`src/sv/wcl_pkg.sv`:
```
// ---------------------------------------------------------------------------
// wcl_pkg
// shared types, character codes and helpers for the wheel command line parser
// ---------------------------------------------------------------------------
`timescale 1ns / 1ps
`default_nettype none

package wcl_pkg;

  localparam int WHEELS           = 4;
  localparam int WHEEL_IDX_W      = 3;  // holds 0..WHEELS
  localparam int SPEED_W          = 8;
  localparam int HEADING_W        = 4;
  localparam int BYTE_W           = 8;
  localparam int MAX_LINE_DEFAULT = 64;

  localparam logic [BYTE_W-1:0] CH_COMMA = 8'h2C;
  localparam logic [BYTE_W-1:0] CH_ZERO  = 8'h30;
  localparam logic [BYTE_W-1:0] CH_NINE  = 8'h39;
  localparam logic [BYTE_W-1:0] CH_CR    = 8'h0D;
  localparam logic [BYTE_W-1:0] CH_LF    = 8'h0A;

  typedef enum logic [2:0] {
    CC_DIGIT,
    CC_COMMA,
    CC_CR,
    CC_LF,
    CC_OTHER
  } char_class_t;

  typedef struct packed {
    logic [WHEELS-1:0][SPEED_W-1:0]   speed;
    logic [WHEELS-1:0][HEADING_W-1:0] heading;
  } wcl_result_t;

  function automatic char_class_t classify(input logic [BYTE_W-1:0] c);
    char_class_t cc;
    cc = CC_OTHER;
    if (c == CH_LF) begin
      cc = CC_LF;
    end else if (c == CH_CR) begin
      cc = CC_CR;
    end else if (c == CH_COMMA) begin
      cc = CC_COMMA;
    end else if (c >= CH_ZERO && c <= CH_NINE) begin
      cc = CC_DIGIT;
    end
    return cc;
  endfunction

endpackage

`default_nettype wire

```
`src/sv/wcl_parser.sv`:
```
// ---------------------------------------------------------------------------
// wcl_parser
// field state and per-wheel stores; while take is high, one byte taken per cycle
// ---------------------------------------------------------------------------
`timescale 1ns / 1ps
`default_nettype none

module wcl_parser #(
  parameter int MAX_LINE = wcl_pkg::MAX_LINE_DEFAULT
) (
  input  wire logic                      clk,
  input  wire logic                      rst,
  input  wire logic                      take,
  input  wire logic [7:0]                byte_in,
  output wcl_pkg::wcl_result_t           line_result
);
  import wcl_pkg::*;

  localparam int LEN_W = $clog2(MAX_LINE);
  localparam logic [LEN_W-1:0] LEN_LAST = LEN_W'(MAX_LINE - 1);

  logic [SPEED_W-1:0]               digit_accumulator, digit_accumulator_next;
  logic                             in_speed_field, in_speed_field_next;
  logic [WHEEL_IDX_W-1:0]           wheel_index, wheel_index_next;
  logic [WHEELS-1:0][SPEED_W-1:0]   speed_store, speed_store_next;
  logic [WHEELS-1:0][HEADING_W-1:0] heading_store, heading_store_next;
  logic                             line_stopped, line_stopped_next;
  logic [LEN_W-1:0]                 line_length, line_length_next;

  char_class_t        cc;
  logic               wheel_open;
  logic [1:0]         wsel;
  logic [3:0]         digit;
  logic [SPEED_W-1:0] acc_times_ten;

  assign cc            = classify(byte_in);
  assign wheel_open    = (wheel_index < WHEEL_IDX_W'(WHEELS));
  assign wsel          = wheel_index[1:0];
  assign digit         = byte_in[3:0];
  assign acc_times_ten = (digit_accumulator << 3) + (digit_accumulator << 1);

  always_comb begin
    digit_accumulator_next = digit_accumulator;
    in_speed_field_next    = in_speed_field;
    wheel_index_next       = wheel_index;
    speed_store_next       = speed_store;
    heading_store_next     = heading_store;
    line_stopped_next      = line_stopped;
    line_length_next       = line_length;
    if (take) begin
      priority if (cc == CC_LF) begin
        digit_accumulator_next = '0;
        in_speed_field_next    = 1'b1;
        wheel_index_next       = '0;
        speed_store_next       = '0;
        heading_store_next     = '0;
        line_stopped_next      = 1'b0;
        line_length_next       = '0;
      end else if (!line_stopped && line_length != LEN_LAST) begin
        line_length_next = line_length + LEN_W'(1);
        unique case (cc)
          CC_CR: begin
            if (!in_speed_field && wheel_open) begin
              heading_store_next[wsel] = digit_accumulator[HEADING_W-1:0];
              wheel_index_next         = wheel_index + WHEEL_IDX_W'(1);
            end
            line_stopped_next = 1'b1;
          end
          CC_COMMA: begin
            if (wheel_open) begin
              if (in_speed_field) begin
                speed_store_next[wsel] = digit_accumulator;
              end else begin
                heading_store_next[wsel] = digit_accumulator[HEADING_W-1:0];
                wheel_index_next         = wheel_index + WHEEL_IDX_W'(1);
              end
            end
            digit_accumulator_next = '0;
            in_speed_field_next    = !in_speed_field;
          end
          CC_DIGIT: begin
            if (in_speed_field) begin
              digit_accumulator_next = acc_times_ten + SPEED_W'(digit);
            end else begin
              digit_accumulator_next = SPEED_W'(digit);
            end
          end
          default: begin
          end
        endcase
      end else begin
      end
    end
  end

  // result as seen by a line-feed: an open direction field is closed here
  always_comb begin
    line_result.speed   = speed_store;
    line_result.heading = heading_store;
    if (!line_stopped && !in_speed_field && wheel_open) begin
      line_result.heading[wsel] = digit_accumulator[HEADING_W-1:0];
    end
  end

  always_ff @(posedge clk) begin
    if (rst) begin
      digit_accumulator <= '0;
      in_speed_field    <= 1'b1;
      wheel_index       <= '0;
      speed_store       <= '0;
      heading_store     <= '0;
      line_stopped      <= 1'b0;
      line_length       <= '0;
    end else begin
      digit_accumulator <= digit_accumulator_next;
      in_speed_field    <= in_speed_field_next;
      wheel_index       <= wheel_index_next;
      speed_store       <= speed_store_next;
      heading_store     <= heading_store_next;
      line_stopped      <= line_stopped_next;
      line_length       <= line_length_next;
    end
  end

  a_wheel_bound: assert property (@(posedge clk) disable iff (rst)
    wheel_index <= WHEEL_IDX_W'(WHEELS))
    else $error("wheel index past last wheel");

  a_len_bound: assert property (@(posedge clk) disable iff (rst)
    line_length <= LEN_LAST)
    else $error("line length past limit");

  a_lf_clears: assert property (@(posedge clk) disable iff (rst)
    (take && cc == CC_LF) |=> (wheel_index == '0 && in_speed_field &&
                               !line_stopped && line_length == '0 &&
                               speed_store == '0 && heading_store == '0))
    else $error("line-feed did not restart the line");

endmodule

`default_nettype wire

```
`src/sv/wcl_out_stage.sv`:
```
// ---------------------------------------------------------------------------
// wcl_out_stage
// result register holding one line result until the sink takes it
// ---------------------------------------------------------------------------
`timescale 1ns / 1ps
`default_nettype none

module wcl_out_stage (
  input  wire logic                 clk,
  input  wire logic                 rst,
  input  wire logic                 load,
  input  wire wcl_pkg::wcl_result_t load_data,
  input  wire logic                 out_stall,
  output logic                      out_valid,
  output logic                      slot_free,
  output wcl_pkg::wcl_result_t      held
);
  import wcl_pkg::*;

  logic out_valid_next;

  assign slot_free      = !out_valid || !out_stall;
  assign out_valid_next = load || (out_valid && out_stall);

  always_ff @(posedge clk) begin
    if (rst) begin
      out_valid <= 1'b0;
    end else begin
      out_valid <= out_valid_next;
    end
  end

  always_ff @(posedge clk) begin
    if (load) begin
      held <= load_data;
    end
  end

endmodule

`default_nettype wire

```
`src/sv/wheel_command_line_parser_core.sv`:
```
// ---------------------------------------------------------------------------
// wheel_command_line_parser_core
// parses "speed,dir" x4 command lines, one ASCII byte per beat, and emits
// the four speeds and directions on each line-feed
// ---------------------------------------------------------------------------
//
//  channel | direction | handshake              | payload
//  --------+-----------+------------------------+-------------------------------
//  input   | sink      | in_valid / in_stall    | rx_byte
//  output  | source    | out_valid / out_stall  | speed_0..3, heading_0..3
//
// - one input beat per cycle unless in_stall; a byte waits in the input register
//   and is parsed there by a short combinational step into the field state
// - a line-feed produces one output beat, in the cycle after it is parsed
// - in_stall rises only when a line-feed is waiting and the result register
//   still holds an untaken beat under out_stall; other bytes never stall
// - synchronous reset clears the parse state, the stores and both valid flags
`timescale 1ns / 1ps
`default_nettype none

module wheel_command_line_parser_core #(
  parameter int MAX_LINE = wcl_pkg::MAX_LINE_DEFAULT
) (
  input  wire logic       clk,
  input  wire logic       rst,
  input  wire logic       in_valid,
  output logic            in_stall,
  input  wire logic [7:0] rx_byte,
  output logic            out_valid,
  input  wire logic       out_stall,
  output logic [7:0]      speed_0,
  output logic [7:0]      speed_1,
  output logic [7:0]      speed_2,
  output logic [7:0]      speed_3,
  output logic [3:0]      heading_0,
  output logic [3:0]      heading_1,
  output logic [3:0]      heading_2,
  output logic [3:0]      heading_3
);
  import wcl_pkg::*;

  // input register
  logic              byte_valid;
  logic [BYTE_W-1:0] byte_reg;

  logic        is_lf;
  logic        slot_free;
  logic        advance;
  logic        in_take;
  wcl_result_t line_result;
  wcl_result_t held;

  assign is_lf   = (classify(byte_reg) == CC_LF);
  // a line-feed may only move on when the result register can take it
  assign advance = byte_valid && (!is_lf || slot_free);
  assign in_stall = byte_valid && !advance;
  assign in_take  = in_valid && !in_stall;

  always_ff @(posedge clk) begin
    if (rst) begin
      byte_valid <= 1'b0;
    end else if (in_take) begin
      byte_valid <= 1'b1;
    end else if (advance) begin
      byte_valid <= 1'b0;
    end
  end

  always_ff @(posedge clk) begin
    if (in_take) begin
      byte_reg <= rx_byte;
    end
  end

  // field parsing and per-wheel stores
  wcl_parser #(
    .MAX_LINE (MAX_LINE)
  ) u_parser (
    .clk         (clk),
    .rst         (rst),
    .take        (advance),
    .byte_in     (byte_reg),
    .line_result (line_result)
  );

  // result register, loaded on a parsed line-feed
  wcl_out_stage u_out (
    .clk       (clk),
    .rst       (rst),
    .load      (advance && is_lf),
    .load_data (line_result),
    .out_stall (out_stall),
    .out_valid (out_valid),
    .slot_free (slot_free),
    .held      (held)
  );

  assign speed_0   = held.speed[0];
  assign speed_1   = held.speed[1];
  assign speed_2   = held.speed[2];
  assign speed_3   = held.speed[3];
  assign heading_0 = held.heading[0];
  assign heading_1 = held.heading[1];
  assign heading_2 = held.heading[2];
  assign heading_3 = held.heading[3];

  a_lf_emits: assert property (@(posedge clk) disable iff (rst)
    (advance && is_lf) |=> out_valid)
    else $error("parsed line-feed produced no result beat");

  a_out_hold: assert property (@(posedge clk) disable iff (rst)
    (out_valid && out_stall) |=> (out_valid && $stable(held)))
    else $error("stalled result beat changed or dropped");

  a_stall_cause: assert property (@(posedge clk) disable iff (rst)
    in_stall |-> (byte_valid && is_lf && out_valid && out_stall))
    else $error("input stalled without a blocked line-feed");

endmodule

`default_nettype wire
```
`config.mk`:
```
export PLATFORM = sky130hd
export DESIGN_NAME = wheel_command_line_parser_core
export DESIGN_NICKNAME = d
export VERILOG_FILES = /design/src/sv/wcl_pkg.sv /design/src/sv/wcl_parser.sv /design/src/sv/wcl_out_stage.sv /design/src/sv/wheel_command_line_parser_core.sv
export SDC_FILE = /design/constraint.sdc
export NUM_CORES = 1
export LEC_CHECK = 0
export ABC_AREA = 1
export ABC_CLOCK_PERIOD_IN_PS = 4650
export CORE_UTILIZATION = 35
export CTS_CLUSTER_DIAMETER = 80
export DETAILED_ROUTE_END_ITERATION = 12
export DONT_BUFFER_PORTS = 1
export GPL_TIMING_DRIVEN = 0
export PLACE_DENSITY_LB_ADDON = 0.15
export SLEW_MARGIN = 20
export SYNTH_ARGS = -nofsm -noshare
export SYNTH_HDL_FRONTEND = slang
export SYNTH_SLANG_ARGS = --single-unit
```
`constraint.sdc`:
```
create_clock -name clk -period 4.65 [get_ports clk]
set_input_delay 0.2325 -clock clk [delete_from_list [all_inputs] [get_ports clk]]
set_output_delay 0.2325 -clock clk [all_outputs]
set_load 0.02 [all_outputs]
```
Yosys cells after proc, flatten, opt, wreduce, memory -nomap -nowiden
Cells that the tools add are included.
{"block": "word_totals", "regBits": 125, "in_bits": 12, "word_cells": 121}
{"block": "op_classes", "addsub": 4, "order_cmp": 5, "n_eq_ne": 10, "n_mux": 42, "reduce_logical": 36}
{"cell": "2-to-1 mux 32 bit", "n": 5}
{"cell": "2-to-1 mux 16 bit", "n": 6}
{"cell": "bitwise mux 32 bit", "n": 1}
{"cell": "2-to-1 mux 8 bit", "n": 4}
{"cell": "one-hot mux 16 bit (2 select lines)", "n": 1}
{"cell": "2-to-1 mux 3 bit", "n": 9}
{"cell": "bitwise mux 16 bit", "n": 1}
{"cell": "demux 8 bit (select 2 bit)", "n": 1}
{"cell": "equality test 8 x 4 -> 1 bit, second input constant", "n": 2}
{"cell": "one-hot mux 8 bit (2 select lines)", "n": 1}
{"cell": "2-to-1 mux 6 bit", "n": 2}
{"cell": "nonzero test 2 bit", "n": 6}
{"cell": "logical AND 1 bit", "n": 11}
{"cell": "AND reduction 3 bit", "n": 3}
{"cell": "adder 8 x 4 -> 8 bit", "n": 1}
{"cell": "adder 8 bit", "n": 1}
{"cell": "demux 4 bit (select 2 bit)", "n": 1}
{"cell": "equality test 8 x 6 -> 1 bit, second input constant", "n": 1}
{"cell": "greater-or-equal comparator 8 x 6 -> 1 bit, second input constant", "n": 1}
{"cell": "<= comparator 8 x 6 -> 1 bit, second input constant", "n": 1}
{"cell": "2-to-1 mux 1 bit", "n": 8}
{"cell": "logical NOT 1 bit", "n": 7}
{"cell": "adder 6 x 1 -> 6 bit, second input constant", "n": 1}
{"cell": "equality test 3 x 2 -> 1 bit, second input constant", "n": 2}
{"cell": "other kinds (16)", "n": 20}

Longest topological paths before layout
{"block": "depth", "word_depth": 15, "depth_mapped": 12, "depth_no_buf": 11}

Hierarchy
From an unflattened synthesis, not the netlist that was laid out.
{"block": "hier_totals", "hier_cells": 638, "area_unflattened_um2": 5581.6}
{"mod": "wcl_parser", "instances": 1, "cells_each": 556, "area_each_um2": 3747.3}
{"mod": "wcl_out_stage", "instances": 1, "cells_each": 52, "area_each_um2": 1480.2}
{"mod": "wheel_command_line_parser_core", "instances": 1, "cells_each": 30, "area_each_um2": 354.1}

Worst setup path after synthesis
OpenSTA, ideal clock, no wires.
{"block": "synth_timing", "path_type": "register -> register", "from": "register byte_reg[3]", "to": "register u_out.held[0] (netlist name)", "setup_ps": 402, "arrival_ps": 1963, "path_slack_ps": 2284, "path_stages_with_launch": 8, "path_buffers": 0, "period_less_slack_ps": 2366, "cell_sequence": "edfxtp_1 > nand2_1 > nor2_4 > nand3_1 > nand2_2 > inv_1 > nand2_1 > inv_1"}
{"block": "synth_via", "elab_chain_cells": 11}
{"item": "from (decl)", "line": "wheel_command_line_parser_core.sv:44", "source": "logic [BYTE_W-1:0] byte_reg;"}
{"item": "from (signal assigned)", "line": "wheel_command_line_parser_core.sv:71", "source": "byte_reg <= rx_byte;"}
{"item": "greater-or-equal comparator 8 x 6 -> 1 bit or <= comparator 8 x 6 -> 1 bit (tied branches)", "line": "wcl_pkg.sv:45", "source": "end else if (c >= CH_ZERO && c <= CH_NINE) begin"}
{"item": "logical AND 1 bit", "line": "wcl_pkg.sv:45"}
{"item": "2-to-1 mux 3 bit", "line": "wcl_pkg.sv:45"}
{"item": "2-to-1 mux 3 bit", "line": "wcl_pkg.sv:43", "source": "end else if (c == CH_COMMA) begin"}
{"item": "2-to-1 mux 3 bit", "line": "wcl_pkg.sv:41", "source": "end else if (c == CH_CR) begin"}
{"item": "2-to-1 mux 3 bit *", "line": "wcl_pkg.sv:39", "source": "if (c == CH_LF) begin"}
{"item": "equality test 3 x 2 -> 1 bit *", "line": "wheel_command_line_parser_core.sv:53", "source": "assign is_lf = (classify(byte_reg) == CC_LF);"}
{"item": "logical NOT 1 bit", "line": "wheel_command_line_parser_core.sv:55", "source": "assign advance = byte_valid && (!is_lf || slot_free);"}
{"item": "logical OR 1 bit", "line": "wheel_command_line_parser_core.sv:55"}
{"item": "logical AND 1 bit", "line": "wheel_command_line_parser_core.sv:55"}
{"item": "logical AND 1 bit *", "line": "wheel_command_line_parser_core.sv:90", "source": ".load (advance && is_lf),"}
{"item": "net u_out.load", "line": "wcl_out_stage.sv:11", "source": "input wire logic load,"}
The timed path passes the listed nets; every way through them passes the cells marked *.
A chain may end at the register's enable or synchronous reset.

Worst setup path in the final report
{"block": "layout_timing", "from": "register u_parser.digit_accumulator[2]", "to": "register u_parser.digit_accumulator[6]"}
{"block": "layout_via", "elab_chain_cells": 6}
{"item": "from (decl)", "line": "wcl_parser.sv:22", "source": "logic [SPEED_W-1:0] digit_accumulator, digit_accumulator_next;"}
{"item": "from (signal assigned)", "line": "wcl_parser.sv:115", "source": "digit_accumulator <= digit_accumulator_next;"}
{"item": "adder 8 bit", "line": "wcl_parser.sv:40", "source": "assign acc_times_ten = (digit_accumulator << 3) + (digit_accumulator << 1);"}
{"item": "adder 8 x 4 -> 8 bit", "line": "wcl_parser.sv:83", "source": "digit_accumulator_next = acc_times_ten + SPEED_W'(digit);"}
{"item": "2-to-1 mux 8 bit", "line": "wcl_parser.sv:82", "source": "if (in_speed_field) begin"}
{"item": "one-hot mux 8 bit (2 select lines)", "line": "wcl_parser.sv:61", "source": "unique case (cc)"}
{"item": "2-to-1 mux 8 bit", "line": "wcl_parser.sv:59", "source": "end else if (!line_stopped && line_length != LEN_LAST) begin"}
{"item": "2-to-1 mux 8 bit", "line": "wcl_parser.sv:51", "source": "priority if (cc == CC_LF) begin"}
No other way between the ends. The select of a mux whose other input is x is not followed.

==> flow_metrics.tcl <==
set metrics [dict create \
    outcome "finished clean" \
    final_common_cell "nand2_1" \
    fin_util_pct 42.8 \
    dpl-instance-area_um2 5910 \
    synth_cell_type_count 32 \
    clk_path_buf_depth 2 \
    grt_usage_pct 17.8 \
    wirelength_mm 13.7 \
    cpMaxStageDelayCell "dfxtp_1" \
    die_h_um 129 \
    synth_fa_ha_area_share_pct 4.05 \
    ios 62 \
    finalHoldViolCount 0 \
    crit_family "adder cells" \
    worstHoldPathCells 2 \
    path_buf_inv 0 \
    start_util_pct 36.5 \
    nets 699 \
    cts-buffers-inserted 17 \
    drt_first_pass_iters 4 \
    synthCells 641 \
    cp.arrival_ps 2640 \
    p_leak_uw 0.00261 \
    cp_max_fo 7 \
    postCtsSetupRepairBufs 0 \
    die_w_um 129 \
    fill_cells 1548 \
    drt_iter0_markers 221 \
    timing.final.crit_period_ps 2360 \
    grt.overflow.total 0 \
    netlist_area_um2 5630 \
    largest_reg_flops 48 \
    die-area_um2 16600 \
    h-tree-depth 4 \
    netlist.area_leader.share_pct 29.9 \
    rr_worst_depth 9 \
    synthMuxAreaShare_pct 0 \
    yosys_warnings 0 \
    num_antenna_cells 0 \
    fin_worst_skew_ps 6.47 \
    synth_xor_area_share_pct 1.09 \
    final_cell_mix "160 x nand2_1, 82 x a21oi_1, 69 x dfxtp_1" \
    coreArea_um2 15400 \
    ir_drop_uv 266 \
    rsz0062_at_grt "false" \
    hold_end "u_out.out_valid" \
    slew_headroom_pct 60.2 \
    rows 45 \
    clkSinkCount 125 \
    worst_setup_path_end_kind "flop" \
    vias 4341 \
    hold_path.startpoint "out_stall" \
    synth-compound-area-share_pct 10.1 \
    criticalPathCategory "flop to flop" \
    drc 0 \
    path_cells "fa_1 -> fa_1 -> nand3_1 -> nand2_1 -> or2_2 -> nand3_1 -> nor2_1 -> nand2_1 -> a21oi_1" \
    fmax_mhz 424 \
    finalSetupViolCount 0 \
    synth_area_leaders "edfxtp_1 30%, dfxtp_1 25%, nand2_1 11%, a21oi_1 7.3%, inv_1 4.1%" \
    dp.final_hpwl_mm 9.79 \
    grt_pass1_vias 4155 \
    final_area_um2 6610 \
    grt_pass1_wl_mm 22.0 \
    syn_area_per_cell_um2 8.78 \
    rr_endpoint "u_parser.digit_accumulator[6]" \
    ys_seq_elements 125 \
    cts_hold_buf 9 \
    gp_congestion 0.838 \
    root_buffer "clkbuf_16" \
    io_buffer_count 0 \
    synth_top_family_by_area "simple AND/OR/NAND/NOR gates" \
    finalMaxSlewViolations 0 \
    synth-seq-area-share_pct 54.4 \
    synthSimpleGateAreaFrac_pct 22.7 \
    hold_path_class "input port to flop" \
    grt_max_degree 31 \
    clk_latency_ps 420 \
    timing.rr.start "u_parser.digit_accumulator[2]" \
    holdWs_ps 35.0 \
    worstSetupStartpointType "flop" \
    synth_largest_area_cell "edfxtp_1" \
    fin_crit_sh_pct 50.7 \
    cts_tree "built" \
    totalNegativeSetupSlack_ps 0 \
    largest_register "u_out.held" \
    drive_gt1_share_pct 9.96 \
    vias_per_cell 4.86 \
    postSynthNetCount 670 \
    antenna_found_initial 0 \
    max_stage_delay_ps 540 \
    cts_resized 0 \
    area_growth_pct 17.4 \
    max_slew.worst_pin.slew_ps 597 \
    r2r_slack_ps 2290 \
    cap_violations 0 \
    ant_nets 0 \
    clkTransAtPathRegs_ps 60 \
    critPathRequiredTime_ps 4930 \
    routedWlPerCell_um 15.3 \
    power_density_nw_per_um2 388 \
]
## worst max path at each step
stage,endpoint,cells after the start,startpoint,slack [ps]
2_1_floorplan,u_out.held[0],7,byte_reg[3],2280
3_3_place_gp,u_out.held[44],7,byte_reg[3],1730
3_5_place_dp,u_parser.digit_accumulator[6],9,u_parser.digit_accumulator[2],2280
4_1_cts,u_parser.digit_accumulator[6],9,u_parser.digit_accumulator[2],2270
5_1_grt,u_parser.digit_accumulator[6],9,u_parser.digit_accumulator[0],2170
6_report,u_parser.digit_accumulator[6],9,u_parser.digit_accumulator[2],2290
## metal layers
layer,GRT usage [%],share of wire (%)
met5,0,0
met4,9.20,2.5
met3,3.78,3.7
met2,27.5,46
met1,23.4,47
## per-stage QoR
stage / std cells / total power [uW] / setup slack, ps
2_1_floorplan: 641 / 1220 / 2280
3_3_place_gp: 852 / 1230 / 1730
3_5_place_dp: 853 / 1230 / 2280
4_1_cts: 894 / 2590 / 2270
5_1_grt: 894 / 2640 / 2170
6_report: 894 / 2560 / 2290
## kinds of logic (layout without fill, tap and decap cells)
| family | Yosys count | after routing |
|---|---|---|
| AOI/OAI and AO/OA | 110 | 110 |
| DFF | 125 | 125 |
| xor gates and xnor gates | 7 | 7 |
| buffers and inverters | 97 | 139 |
| and+or+nand+nor | 285 | 285 |
| adders and majority gates | 17 | 17 |
## report_power, final
part	total, uW	switching [uW]	internal (uW)
combinational	59.2	39.9	19.2
clock	1350	492	856
sequential	1160	7.20	1150
## cells in the mapped netlist
cell type and instances:
nand2_1 160, a21oi_1 82, dfxtp_1 69, inv_1 62, edfxtp_1 56, nor2_1 40
nand4_1 34, nand3_1 32, o21ai_0 22, clkbuf_1 15, ha_1 15, buf_2 7
buf_6 6, nand2_2 5, xor2_1 5, buf_4 3, nand3_2 3, nor2_4 3
nor3_1 3, clkinv_1 2, fa_1 2, nand2_4 2, o211ai_1 2, o21ai_2 2
xnor2_1 2, buf_1 1, inv_2 1, nor2_2 1, nor3b_1 1, o21a_1 1
o21bai_1 1, or2_2 1
## cell type report
| type | count | area, um2 | share of cell area [%] |
|---|---|---|---|
| buffer | 32 | 185 | 2.80 |
| clock inverter | 14 | 168 | 2.54 |
| clock buffer | 18 | 439 | 6.65 |
| sequential | 125 | 3060 | 46.4 |
| multi-input combinational | 419 | 2130 | 32.3 |
| inverter | 65 | 244 | 3.69 |
| timing repair buffer | 10 | 110 | 1.67 |
| tap | 211 | 264 | 4.00 |
Note: power is estimated with default switching activity, not from simulation.
